### src/hw/rtl/tame_pkg.sv
package tame_pkg;

  localparam int POS_W   = 6;
  localparam int LOAD_W  = 16;
  localparam int COST_W  = 22;
  localparam int CFG_W   = 7;
  localparam int MODE_W  = 3;

  localparam logic [COST_W-1:0] COST_MAX          = 22'h3FFFFF;
  localparam logic [CFG_W-1:0]  CITY_COUNT_RESET  = 7'd64;

  localparam logic [MODE_W-1:0] MODE_LOAD_TOUR = 3'd0;
  localparam logic [MODE_W-1:0] MODE_LOAD_DIST = 3'd1;
  localparam logic [MODE_W-1:0] MODE_EVALUATE  = 3'd2;
  localparam logic [MODE_W-1:0] MODE_REVERSE   = 3'd3;
  localparam logic [MODE_W-1:0] MODE_INSERT    = 3'd4;

  typedef struct packed {
    logic [MODE_W-1:0] mode;
    logic [POS_W-1:0]  position_a;
    logic [POS_W-1:0]  position_b;
    logic [POS_W-1:0]  position_c;
    logic [LOAD_W-1:0] load_value;
    logic [COST_W-1:0] accept_threshold;
  } in_item_t;

  typedef struct packed {
    logic              status;
    logic [COST_W-1:0] neighbor_cost;
    logic              accepted;
    logic [COST_W-1:0] current_cost;
    logic [COST_W-1:0] best_cost;
  } out_item_t;

  // Commands from the controller to the datapath.
  typedef struct packed {
    logic latch;
    logic dist_wr;
    logic tour_wr;
    logic build;
    logic cost;
    logic commit;
  } cmd_t;

  // Status from the datapath to the controller.
  typedef struct packed {
    logic [MODE_W-1:0] mode;
    logic              move_ok;
  } sts_t;

endpackage

### src/hw/rtl/tame_ctrl.sv
module tame_ctrl import tame_pkg::*; #(
  parameter int MAX_CITIES = 64,
  localparam int NW = $clog2(MAX_CITIES + 1)
) (
  input  logic          clk,
  input  logic          rst_n,
  input  logic          in_valid,
  output logic          in_ready,
  output logic          out_valid,
  input  logic          out_ready,
  input  sts_t          sts,
  input  logic [NW-1:0] n_val,
  output cmd_t          cmd,
  output logic [NW-1:0] cnt
);

  localparam logic [2:0] ST_IDLE  = 3'd0;
  localparam logic [2:0] ST_DISP  = 3'd1;
  localparam logic [2:0] ST_LOADW = 3'd2;
  localparam logic [2:0] ST_BUILD = 3'd3;
  localparam logic [2:0] ST_COST  = 3'd4;
  localparam logic [2:0] ST_DRAIN = 3'd5;
  localparam logic [2:0] ST_FIN   = 3'd6;

  logic [2:0]    state_r, state_nxt;
  logic [NW-1:0] cnt_r, cnt_nxt;
  logic          out_valid_r, out_valid_nxt;

  always_comb begin
    state_nxt     = state_r;
    cnt_nxt       = cnt_r;
    out_valid_nxt = out_valid_r & ~out_ready;
    cmd           = '0;
    case (state_r)
      ST_IDLE: begin
        if (in_valid) begin
          cmd.latch = 1'b1;
          state_nxt = ST_DISP;
        end
      end
      ST_DISP: begin
        cnt_nxt = '0;
        case (sts.mode)
          MODE_LOAD_TOUR: state_nxt = ST_LOADW;
          MODE_LOAD_DIST: begin
            cmd.dist_wr = 1'b1;
            state_nxt   = ST_FIN;
          end
          MODE_EVALUATE: state_nxt = ST_COST;
          MODE_REVERSE, MODE_INSERT: state_nxt = sts.move_ok ? ST_BUILD : ST_FIN;
          default: state_nxt = ST_FIN;
        endcase
      end
      ST_LOADW: begin
        cmd.tour_wr = 1'b1;
        state_nxt   = ST_FIN;
      end
      ST_BUILD: begin
        cmd.build = 1'b1;
        if (cnt_r == NW'(MAX_CITIES - 1)) begin
          cnt_nxt   = '0;
          state_nxt = ST_COST;
        end else begin
          cnt_nxt = cnt_r + 1'b1;
        end
      end
      ST_COST: begin
        cmd.cost = 1'b1;
        if (cnt_r == n_val) begin
          cnt_nxt   = '0;
          state_nxt = ST_DRAIN;
        end else begin
          cnt_nxt = cnt_r + 1'b1;
        end
      end
      ST_DRAIN: begin
        if (cnt_r == NW'(1)) begin
          cnt_nxt   = '0;
          state_nxt = ST_FIN;
        end else begin
          cnt_nxt = cnt_r + 1'b1;
        end
      end
      ST_FIN: begin
        if (!out_valid_r || out_ready) begin
          cmd.commit    = 1'b1;
          out_valid_nxt = 1'b1;
          state_nxt     = ST_IDLE;
        end
      end
      default: state_nxt = ST_IDLE;
    endcase
  end

  always_ff @(posedge clk) begin
    if (!rst_n) begin
      state_r     <= ST_IDLE;
      cnt_r       <= '0;
      out_valid_r <= 1'b0;
    end else begin
      state_r     <= state_nxt;
      cnt_r       <= cnt_nxt;
      out_valid_r <= out_valid_nxt;
    end
  end

  assign in_ready  = (state_r == ST_IDLE);
  assign out_valid = out_valid_r;
  assign cnt       = cnt_r;

endmodule

### config.mk
export PLATFORM = sky130hd
export DESIGN_NAME = tame_ctrl
export DESIGN_NICKNAME = d
export VERILOG_FILES = /design/src/hw/rtl/tame_pkg.sv /design/src/hw/rtl/tame_ctrl.sv
export SDC_FILE = /design/constraint.sdc
export NUM_CORES = 1
export LEC_CHECK = 0
export BUFFER_PORTS_ARGS = -buffer_cell sky130_fd_sc_hd__buf_2
export CORE_UTILIZATION = 51
export CTS_CLUSTER_DIAMETER = 200
export DETAILED_ROUTE_END_ITERATION = 8
export PLACE_DENSITY = 0.84
export SLEW_MARGIN = 30
export SYNTH_ARGS = -nofsm -noshare
export SYNTH_HDL_FRONTEND = slang
export SYNTH_SLANG_ARGS = --single-unit
### constraint.sdc
create_clock -name clk -period 5.9 [get_ports clk]
set_clock_uncertainty 0.05 [all_clocks]
set_input_delay 0.885 -clock clk [delete_from_list [all_inputs] [get_ports clk]]
set_output_delay 0.885 -clock clk [all_outputs]
set_load 0.05 [all_outputs]
======== Word level (Yosys, flattened, before mapping) ========
Index checks and enable logic that the tools add are counted.
word-level totals
  register bits ........................... 11
  bits in latches ......................... 0
  RAM bits ................................ 0
  bits in read-only memories .............. 0
  input port bits ......................... 15
  output and inout port bits .............. 15
  memories ................................ 0
cells by class
  add/subtract/negate cells ............... 1
  $mul .................................... 0
  div/mod/pow operators ................... 0
  $lt $le $gt $ge ......................... 0
  equal/unequal tests ..................... 18
  shift operators ......................... 0
  mux-type cells .......................... 23
  bitwise gates (word level) .............. 2
  reduce and logical (&&, ||, !) cells .... 7
operators by type and width
  cell                   number
  $pmux W7 S4            1
  $mux W7                3
  $pmux W3 S7            1
  $mux W3                6
  $eq A3 B2 Y1 const B   4
  $eq A3 B3 Y1 const B   4
  $mux W1                11
  $ne A2 B2 Y1 const B   5
  $pmux W3 S3            1
  $add A7 B1 Y7 const B  1
  $eq A7 B1 Y1 const B   1
  $eq A7 B6 Y1 const B   1
  $eq A7 B7 Y1           1
  $eq A3 B1 Y1 const B   2
  $logic_not A3 Y1       2
  $reduce_and A5 Y1      1
  $reduce_bool A4 Y1     1
  $reduce_or A2 Y1       1
  $and A1 B1 Y1          1
  $logic_not A1 Y1       1
  $logic_or A1 B1 Y1     1
  $not A1 Y1             1

======== Longest topological paths before layout ========
Gate-level depths: netlist of run 1.
  word-level depth ........................ 4
  gate-level depth with buffers ........... 7
  depth with buffers taken out ............ 7

======== Worst setup path before layout of run 1 ========
No wires, ideal clock.
  path kind ............................... reg2out
  start point ............................. reg state_r[2]
  end point ............................... out cmd[5] in the netlist's numbering
  data arrival time ....................... 2.239 ns
  slack ................................... 2.726 ns
  cell stages (with the launch flop) ...... 4
  cells stage by stage .................... dfxtp_1 > clkbuf_1 > nor3_1 > and2_1
RTL lines
  what                    line              RTL
  start, declared         tame_ctrl.sv:25   logic [2:0] state_r, state_nxt;
  start signal, assigned  tame_ctrl.sv:101  state_r <= state_nxt;
  end, declared           tame_ctrl.sv:13   output cmd_t cmd,

==> impl_metrics.toml, run 1 <==
[sta]
timing.hold.ws_ns = 0.4917
worst-slew-pin-transition_ns = 0.4577
period_needed_ns = 2.592
fmax_mhz = 385.9
rsz0062_at_grt = "false"
tns_ns = 0
post-route-period-util = 0.4393
slew_viol_final = 0
finalHoldViolCount = 0
max_slew_margin = 0.6944
setup_viol = 0
setup_slack_ns = 3.308

[critical_path]
end_kind = "output port"
r2r_slack_ns = 3.69
crit_required_ns = 4.97
cp_cell_sequence = "nor2b_1 > and4_1 > buf_2"
worstSetupStartpointType = "flip-flop"
crit_path_top_delay_cell = "dfxtp_1"
worstReg2RegEnd = "cnt[3]$_SDFFE_PN0P_"
worstPathMaxFanout = 10
worstSetupPathType = "flip-flop to output port"
reg2reg_from = "cnt[0]$_SDFFE_PN0P_"
cp-startpoint = "state_r[0]$_SDFFE_PN0P_"
critPathBufInv = 1
cp.arrival_ns = 1.66
cpPeakStageDelay_ns = 0.51
cp_top_family = "simple AND/OR/NAND/NOR gates"
reg2reg_depth = 6

[drt]
wl_mm = 1.866
wl_per_cell_um = 12.78
viasPerCell = 5.877
drcViolationCount = 0
dr.pass1.iters = 4
ant_nets = 0
route.vias.total = 858
drt_iter0_markers = 35

[clocking]
cts_setup_buffers = 0
cts-resized-gates = 0
cts_buffer_depth = 2
cts_sinks = 11
cts-root-buf = "clkbuf_4"
htree_levels = 1
cts_buffers = 3
cts_tree = "done"
path_clk_slew_ns = 0.07
ctsHoldBuffers = 0
clk_latency_ns = 0.27

[synth]
synthFlopType = "dfxtp_1"
syn_nets = 120
synth_cell_type_count = 40
syn_area_per_cell_um2 = 7.811
synth_warnings = 0
synth_cells = 103
synth_edf_count = 0
ys_ff_latch = 11
syn_area_um2 = 804.5
seq_area_frac_synth = 0.2737
synthArstFlopShare = 0

[floorplan]
core-area_mm2 = 0.001383
die_width_um = 41.72
dieArea_mm2 = 0.001740
row_count = 13
die_h_um = 41.72
boundaryPins = 30
initial_core_util = 0.5819

[final_layout]
syn_to_final_growth_pct = 21.31
layout-drive-gt1-share = 0.2824
n_antenna_cell = 0
final_nets = 149

[grt]
globalRouteOverflowTotal = 0
grt_first_pass_wirelength_mm = 3.139
grt_antenna_before_repair = 0
grt_max_degree = 14
grt_pass1_vias = 698
groute.usage.overall = 0.2238

[hold_path]
hold_start = "cnt[1]$_SDFFE_PN0P_"
whs_endpoint = "cnt[1]$_SDFFE_PN0P_"
min_path_type = "flip-flop to flip-flop"
hold_depth = 2

[power]
vdd_drop_max_v = 0.0002921
leakagePower_uw = 0.0004243
p_per_area_mw_per_mm2 = 412.6

[outcome]
status = "finished, final reports clean"

[placed_design]
gp_congestion = 0.8636
portBuffers = 29
dpl.hpwl_mm = 1.435
pre_cts_ws_ns = 3.391

[run]
cap_violations = 0
-- metrics by stage --
step	area, µm²	std cells	power [µW]	utilization
floorplan	804.5	103	303.3	-
global placement	949.7	142	348.4	0.6869
detailed placement	949.7	142	349.8	0.6869
CTS	975.9	146	401.4	0.7059
global route	975.9	146	425.8	0.7059
finish	975.9	146	402.6	0.7059
-- how the worst max path moves through the flow --
stage	endpoint	slack, ns	depth (start not counted)
detailed placement	cmd[0]	3.39	4
floorplan	cmd[5]	2.73	3
global placement	cmd[0]	3.44	4
CTS	cmd[4]	3.33	3
global route	cmd[4]	3.23	3
finish	cmd[4]	3.31	3
-- flip-flops by register name (all words and copies together), names as in the netlist --
register,flops
out_valid,1
state_r,3
cnt,7
-- per-layer routing --
metal | vias to the layer above | share of wire | track usage
li1 | 427 | - | -
met1 | 386 | 0.45 | 0.3137
met2 | 39 | 0.47 | 0.3500
met3 | 6 | 0.066 | 0.02609
met4 | 0 | 0.014 | 0.08387
met5 | - | 0 | 0
-- logic make-up after synthesis --
family                     after synthesis  share of synthesized area
xor gates and xnor gates                11                     0.1198
buffers and inverters                   10                    0.04666
and+or+nand+nor                         39                     0.2597
adders and majority gates                2                    0.03110
DFF                                     11                     0.2737
AOI/OAI and AO/OA                       30                     0.2691
-- worst reg2reg max path, cell delays in order, from the launching register on --
cell	delay [ns]
dfxtp_1	0.46
ha_1	0.19
or4b_1	0.45
o311ai_2	0.30
a21oi_2	0.13
or2_1	0.27
a32o_1	0.25
-- power by group --
part,switching (µW),internal (µW),leakage [µW],total [µW]
Sequential,35.1,87.2,0.0000894,122
Combinational,153,74.6,0.000320,228
Clock,26.7,26.1,0.0000150,52.8
Total,215,188,0.000424,403
-- placed cells by master, fill, tap and decap left out, types with 4 or more instances in the layout --
master,count
nor3_1,5
nand3_1,4
xnor2_1,9
dfxtp_1,11
buf_2,29
nor2_1,6
nand2_1,7
-- synth_stat cells (3+ instances only) --
cell / number / area, µm²
nand2_1: 7 / 26.28
nor2_1: 6 / 22.52
clkbuf_1: 5 / 18.77
o21ai_1: 3 / 15.01
o21ai_0: 3 / 15.01
a21boi_1: 3 / 22.52
nor3_1: 5 / 25.02
a21oi_1: 3 / 15.01
xnor2_1: 9 / 78.83
o21a_1: 3 / 22.52
dfxtp_1: 11 / 220.2
nand3_1: 4 / 20.02
inv_1: 3 / 11.26
and2_1: 3 / 18.77
-- cell type report --
type	count	area [µm²]
inverter	5	18.77
tap	15	18.77
sequential	11	220.2
clock buffer	4	26.28
timing repair buffer	29	145.1
multi-input combinational	82	546.8
fill	121	406.6
Power figures use the tool's default switching activity.
==> run 2: changes to the inputs <==
--- a/config.mk
+++ b/config.mk
@@ -6,10 +6,10 @@
 export NUM_CORES = 1
 export LEC_CHECK = 0
 export BUFFER_PORTS_ARGS = -buffer_cell sky130_fd_sc_hd__buf_2
-export CORE_UTILIZATION = 51
+export CORE_UTILIZATION = 47
 export CTS_CLUSTER_DIAMETER = 200
 export DETAILED_ROUTE_END_ITERATION = 8
-export PLACE_DENSITY = 0.84
+export PLACE_DENSITY = 0.79
 export SLEW_MARGIN = 30
 export SYNTH_ARGS = -nofsm -noshare
 export SYNTH_HDL_FRONTEND = slang
==> constraint.sdc (replaced) <==
create_clock -name clk -period 2.4 [get_ports clk]
set_clock_uncertainty 0.05 [all_clocks]
set_input_delay 0.36 -clock clk [delete_from_list [all_inputs] [get_ports clk]]
set_output_delay 0.36 -clock clk [all_outputs]
set_load 0.05 [all_outputs]
==> run 2 against run 1 <==
Effect of this change: global-route usage is 2.5 points higher; combinational power rose to 2.7 times the previous value; clock power grew to 2.5 times the previous value; cell area increased by 1.4%; clock-buffer cell count is the same; critical path type is now flip-flop to flip-flop; non-clock buffer count increased by 1; the run now ends with design-rule violations left; cell count increased by 1.4%.
==> impl_metrics.toml, run 2 (synthesized netlist as in run 1, its figures left out) <==
[final_layout]
final_nets = 150
layout_commonest_cell = "buf_2"
ff_latch_area_um2 = 220.2
nFillCells = 153
n_antenna_cell = 0
multi_input_area_um2 = 551.8
layout-drive-gt1-share = 0.2955
syn_to_final_growth_pct = 23.02
final_cell_mix = "buf_2, dfxtp_1, xnor2_1, nand2_1, nor2_1"
largest_register_ff_count = 7

[clocking]
cts-resized-gates = 0
cts_buffers = 3
cts_sinks = 11
cts_tree = "done"
clk_latency_ns = 0.28
cts_buffer_depth = 2
path_clk_slew_ns = 0.07
cts-root-buf = "clkbuf_4"
htree_levels = 1
cts_setup_buffers = 0
ctsHoldBuffers = 0

[outcome]
violations = "design-rule violations"
status = "complete, but fails checks"

[drt]
route.vias.total = 853
viasPerCell = 5.764
wl_met1_um = 875
wl_per_cell_um = 13.90
dr_wl_met2_mm = 1.008
routed-wl-met3_um = 144
wl_mm = 2.057
top_layer = "met4"
ant_nets = 0
drcViolationCount = 2
dr.pass1.iters = 6
drt_iter0_markers = 24

[floorplan]
boundaryPins = 30
core-area_mm2 = 0.001559
die_h_um = 43.38
initial_core_util = 0.5161
die_width_um = 43.38
dieArea_mm2 = 0.001881
row_count = 14

[sta]
post-route-period-util = 0.8995
max_slew_margin = 0.6654
period_needed_ns = 2.159
rsz0062_at_grt = "false"
worst-slew-pin-transition_ns = 0.5012
fmax_mhz = 463.2
setup_slack_ns = 0.2413
setup_viol = 0
tns_ns = 0
finalHoldViolCount = 0
slew_viol_final = 0

[power]
leakagePower_uw = 0.0004310
p_per_area_mw_per_mm2 = 1039
vdd_drop_max_v = 0.0005879

[hold_path]
min_path_type = "input pin to flip-flop"
hold_depth = 3

[placed_design]
dpl.hpwl_mm = 1.508
portBuffers = 29
gp_congestion = 0.8185
pre_cts_ws_ns = 0.2573

[grt]
grt_first_pass_wirelength_mm = 3.436
groute.usage.overall = 0.2491
globalRouteOverflowTotal = 0
grt_antenna_before_repair = 0
grt_max_degree = 14
grt_pass1_vias = 768

[critical_path]
worstPathMaxFanout = 9
r2r_slack_ns = 0.24
crit_required_ns = 2.53
worstSetupPathType = "flip-flop to flip-flop"
cp.arrival_ns = 2.29
worstSetupStartpointType = "flip-flop"
end_kind = "flip-flop"
reg2reg_depth = 6

[run]
cap_violations = 0
-- run 2: power by group --
group	switching (µW)	leakage [µW]	internal, µW
sequential	71.9	0.0000894	214
combinational	412	0.000327	198
clock	67.0	0.0000150	64.6
total	551	0.000431	477
-- run 2: cell type report --
cell class / count / area share
multi-input combinational: 82 / 0.5575
sequential: 11 / 0.2225
timing repair buffer: 30 / 0.1542
clock buffer: 4 / 0.02655
tap: 16 / 0.02023
inverter: 5 / 0.01896
-- run 2: final timing paths --
check | to | from
setup / recovery | cnt[3]$_SDFFE_PN0P_ | cnt[0]$_SDFFE_PN0P_
hold / removal | cnt[2]$_SDFFE_PN0P_ | rst_n
setup reg to reg | cnt[3]$_SDFFE_PN0P_ | cnt[0]$_SDFFE_PN0P_
hold reg to reg | cnt[5]$_SDFFE_PN0P_ | cnt[5]$_SDFFE_PN0P_
-- run 2: critical path, stage by stage (launching register included) --
cell      delay [ns]
dfxtp_1         0.46
ha_1            0.18
or4b_1          0.45
o311ai_2        0.29
a21oi_2         0.13
or2_1           0.25
a32o_1          0.25
-- run 2: metrics by stage --
| stage | utilization | area, µm² | std cells | hold WS, ns | power [µW] |
|---|---|---|---|---|---|
| global route | 0.6348 | 989.7 | 148 | 0.3680 | 1101 |
| global placement | 0.6180 | 963.4 | 144 | 0.4619 | 880.9 |
| floorplan | - | 809.5 | 103 | 0.5385 | 753.5 |
| CTS | 0.6348 | 989.7 | 148 | 0.3519 | 1025 |
| detailed placement | 0.6180 | 963.4 | 144 | 0.4778 | 893.3 |
| finish | 0.6348 | 989.7 | 148 | 0.3589 | 1028 |
-- run 2: routing by layer --
metal,vias to the layer above,track usage
met1,388,0.3230
met4,0,0.09375
li1,427,-
met5,-,0
met2,34,0.3970
met3,4,0.06667
==> run 3: changes to the inputs <==
--- a/config.mk
+++ b/config.mk
@@ -10,6 +10,7 @@
 export CTS_CLUSTER_DIAMETER = 200
 export DETAILED_ROUTE_END_ITERATION = 8
 export PLACE_DENSITY = 0.79
+export SETUP_SLACK_MARGIN = 0.4
 export SLEW_MARGIN = 30
 export SYNTH_ARGS = -nofsm -noshare
 export SYNTH_HDL_FRONTEND = slang
==> run 3 against run 2 <==
Effect of this change: the run still ends with design-rule violations left; power rose by 9.1%; cell count up 2.7%; hold slack improved by 0.017 ns.
==> impl_metrics.toml, run 3 (synthesized netlist as in run 1, its figures left out) <==
[clocking]
htree_levels = 1
clk_latency_ns = 0.28
cts-root-buf = "clkbuf_4"
cts_buffer_depth = 2
cts_tree = "done"
cts_buffers = 3
path_clk_slew_ns = 0.08
cts_sinks = 11
ctsHoldBuffers = 0

[power]
vdd_drop_max_v = 0.0006319
p_per_area_mw_per_mm2 = 1034
leakagePower_uw = 0.0004650

[hold_path]
whs_endpoint = "cnt[5]$_SDFFE_PN0P_"
hold_depth = 3
min_path_type = "input pin to flip-flop"
hold_start = "rst_n"

[run]
cap_violations = 0

[drt]
drcViolationCount = 4
wl_per_cell_um = 14.35
drt_iter0_markers = 23
wl_mm = 2.181
route.vias.total = 906
viasPerCell = 5.961
ant_nets = 0
dr.pass1.iters = 6

[sta]
slew_viol_final = 0
fmax_mhz = 503.3
max_slew_margin = 0.7193
tns_ns = 0
post-route-period-util = 0.8278
worst-slew-pin-transition_ns = 0.4205
rsz0062_at_grt = "true"
setup_viol = 0
finalHoldViolCount = 0
period_needed_ns = 1.987

[grt]
globalRouteOverflowTotal = 0
grt_antenna_before_repair = 0
grt_pass1_vias = 799
groute.usage.overall = 0.2431
grt_max_degree = 14
grt_first_pass_wirelength_mm = 3.422

[critical_path]
crit_required_ns = 2.52
reg2reg_from = "cnt[1]$_SDFFE_PN0P_"
worstSetupStartpointType = "flip-flop"
r2r_slack_ns = 0.41
worstReg2RegEnd = "cnt[3]$_SDFFE_PN0P_"
reg2reg_depth = 7
cpPeakStageDelay_ns = 0.46
crit_path_top_delay_cell = "or4b_4"
cp_cell_sequence = "inv_2 > ha_4 > or4b_4 > o311ai_4 > a21oi_4 > or2_1 > a32o_1"
end_kind = "flip-flop"
cp.arrival_ns = 2.11
worstSetupPathType = "flip-flop to flip-flop"
worstPathMaxFanout = 4

[floorplan]
dieArea_mm2 = 0.001881
die_width_um = 43.38
die_h_um = 43.38
initial_core_util = 0.5161
row_count = 14
boundaryPins = 30
core-area_mm2 = 0.001559

[final_layout]
largest_register_ff_count = 7
syn_to_final_growth_pct = 34.84
layout_commonest_cell = "buf_2"
layout-drive-gt1-share = 0.4191
final_cells = 152
n_antenna_cell = 0
final_nets = 154
final_cell_mix = "buf_2, xnor2_1, nand2_1, nor2_1"
nFillCells = 133
finish.utilization = 0.6958

[placed_design]
dp_cells = 144
portBuffers = 29
gp_congestion = 0.7831
dpl.hpwl_mm = 1.616

[outcome]
status = "complete, but fails checks"
violations = "design-rule violations"
==> run 3: cell types whose count changed in the layout (fill, tap and decap cells not counted), sizes merged <==
| cell | delta |
|---|---|
| buf | +4 |
==> run 3: worst max-delay path: cells and delay by family, from the launching register on <==
family	cells	cell delay (ns)
adder cells (fa/ha/maj)	1	0.11
AND/OR/NAND/NOR	2	0.71
buffers and inverters	1	0.06
flip-flops	1	0.35
AO/OA/AOI/OAI	3	0.60
==> run 3: layout make-up <==
| type | count | area (µm²) | area share |
|---|---|---|---|
| timing repair buffer | 34 | 182.7 | 0.1684 |
| clock buffer | 4 | 26.28 | 0.02422 |
| multi-input combinational | 82 | 603.1 | 0.5559 |
| sequential | 11 | 234.0 | 0.2157 |
| tap | 16 | 20.02 | 0.01845 |
| inverter | 5 | 18.77 | 0.01730 |
==> run 3: how the worst max path moves through the flow <==
| stage | startpoint | endpoint | slack, ns | cells past startpoint |
|---|---|---|---|---|
| 4_1_cts | cnt[0]$_SDFFE_PN0P_ | cnt[3]$_SDFFE_PN0P_ | 0.37 | 6 |
| 3_5_place_dp | cnt[1]$_SDFFE_PN0P_ | cnt[3]$_SDFFE_PN0P_ | 0.33 | 7 |
| 3_3_place_gp | cnt[1]$_SDFFE_PN0P_ | cnt[3]$_SDFFE_PN0P_ | 0.42 | 7 |
| 6_report | cnt[1]$_SDFFE_PN0P_ | cnt[3]$_SDFFE_PN0P_ | 0.41 | 7 |
| 5_1_grt | cnt[1]$_SDFFE_PN0P_ | cnt[3]$_SDFFE_PN0P_ | 0.38 | 7 |
| 2_1_floorplan | state_r[2]$_SDFFE_PN0P_ | cmd[5] | 0.20 | 3 |
==> run 3: report_power, final <==
group	total (µW)	leakage, µW	switching, µW	internal (µW)
Combinational	693	0.000357	453	240
Clock	135	0.0000150	70.9	64.6
Sequential	292	0.0000933	73.1	219
==> run 3: stage by stage <==
| step | power, µW | area (µm²) | hold WS, ns | worst slack [ns] |
|---|---|---|---|---|
| 2_1_floorplan | 792.3 | 858.3 | 0.5068 | 0.1962 |
| 3_3_place_gp | 922.9 | 1012 | 0.4318 | 0.4194 |
| 3_5_place_dp | 934.2 | 1012 | 0.4391 | 0.3305 |
| 4_1_cts | 1099 | 1072 | 0.3637 | 0.3652 |
| 5_1_grt | 1181 | 1085 | 0.3791 | 0.3844 |
| 6_report | 1121 | 1085 | 0.3760 | 0.4132 |
==> run 3: layer usage <==
layer / global-route usage / wire [µm]
met3: 0.03750 / 125
met4: 0.08125 / 24
met1: 0.3230 / 977
met5: 0 / 0
met2: 0.4030 / 1053
==> run 3: timing repair <==
item / in CTS / in global routing
buffers inserted: 3 / 1
gates resized for setup: 4 / 1
cloned: 0 / 0
setup endpoints to repair: 4 / 4
pin swaps: 1 / 1
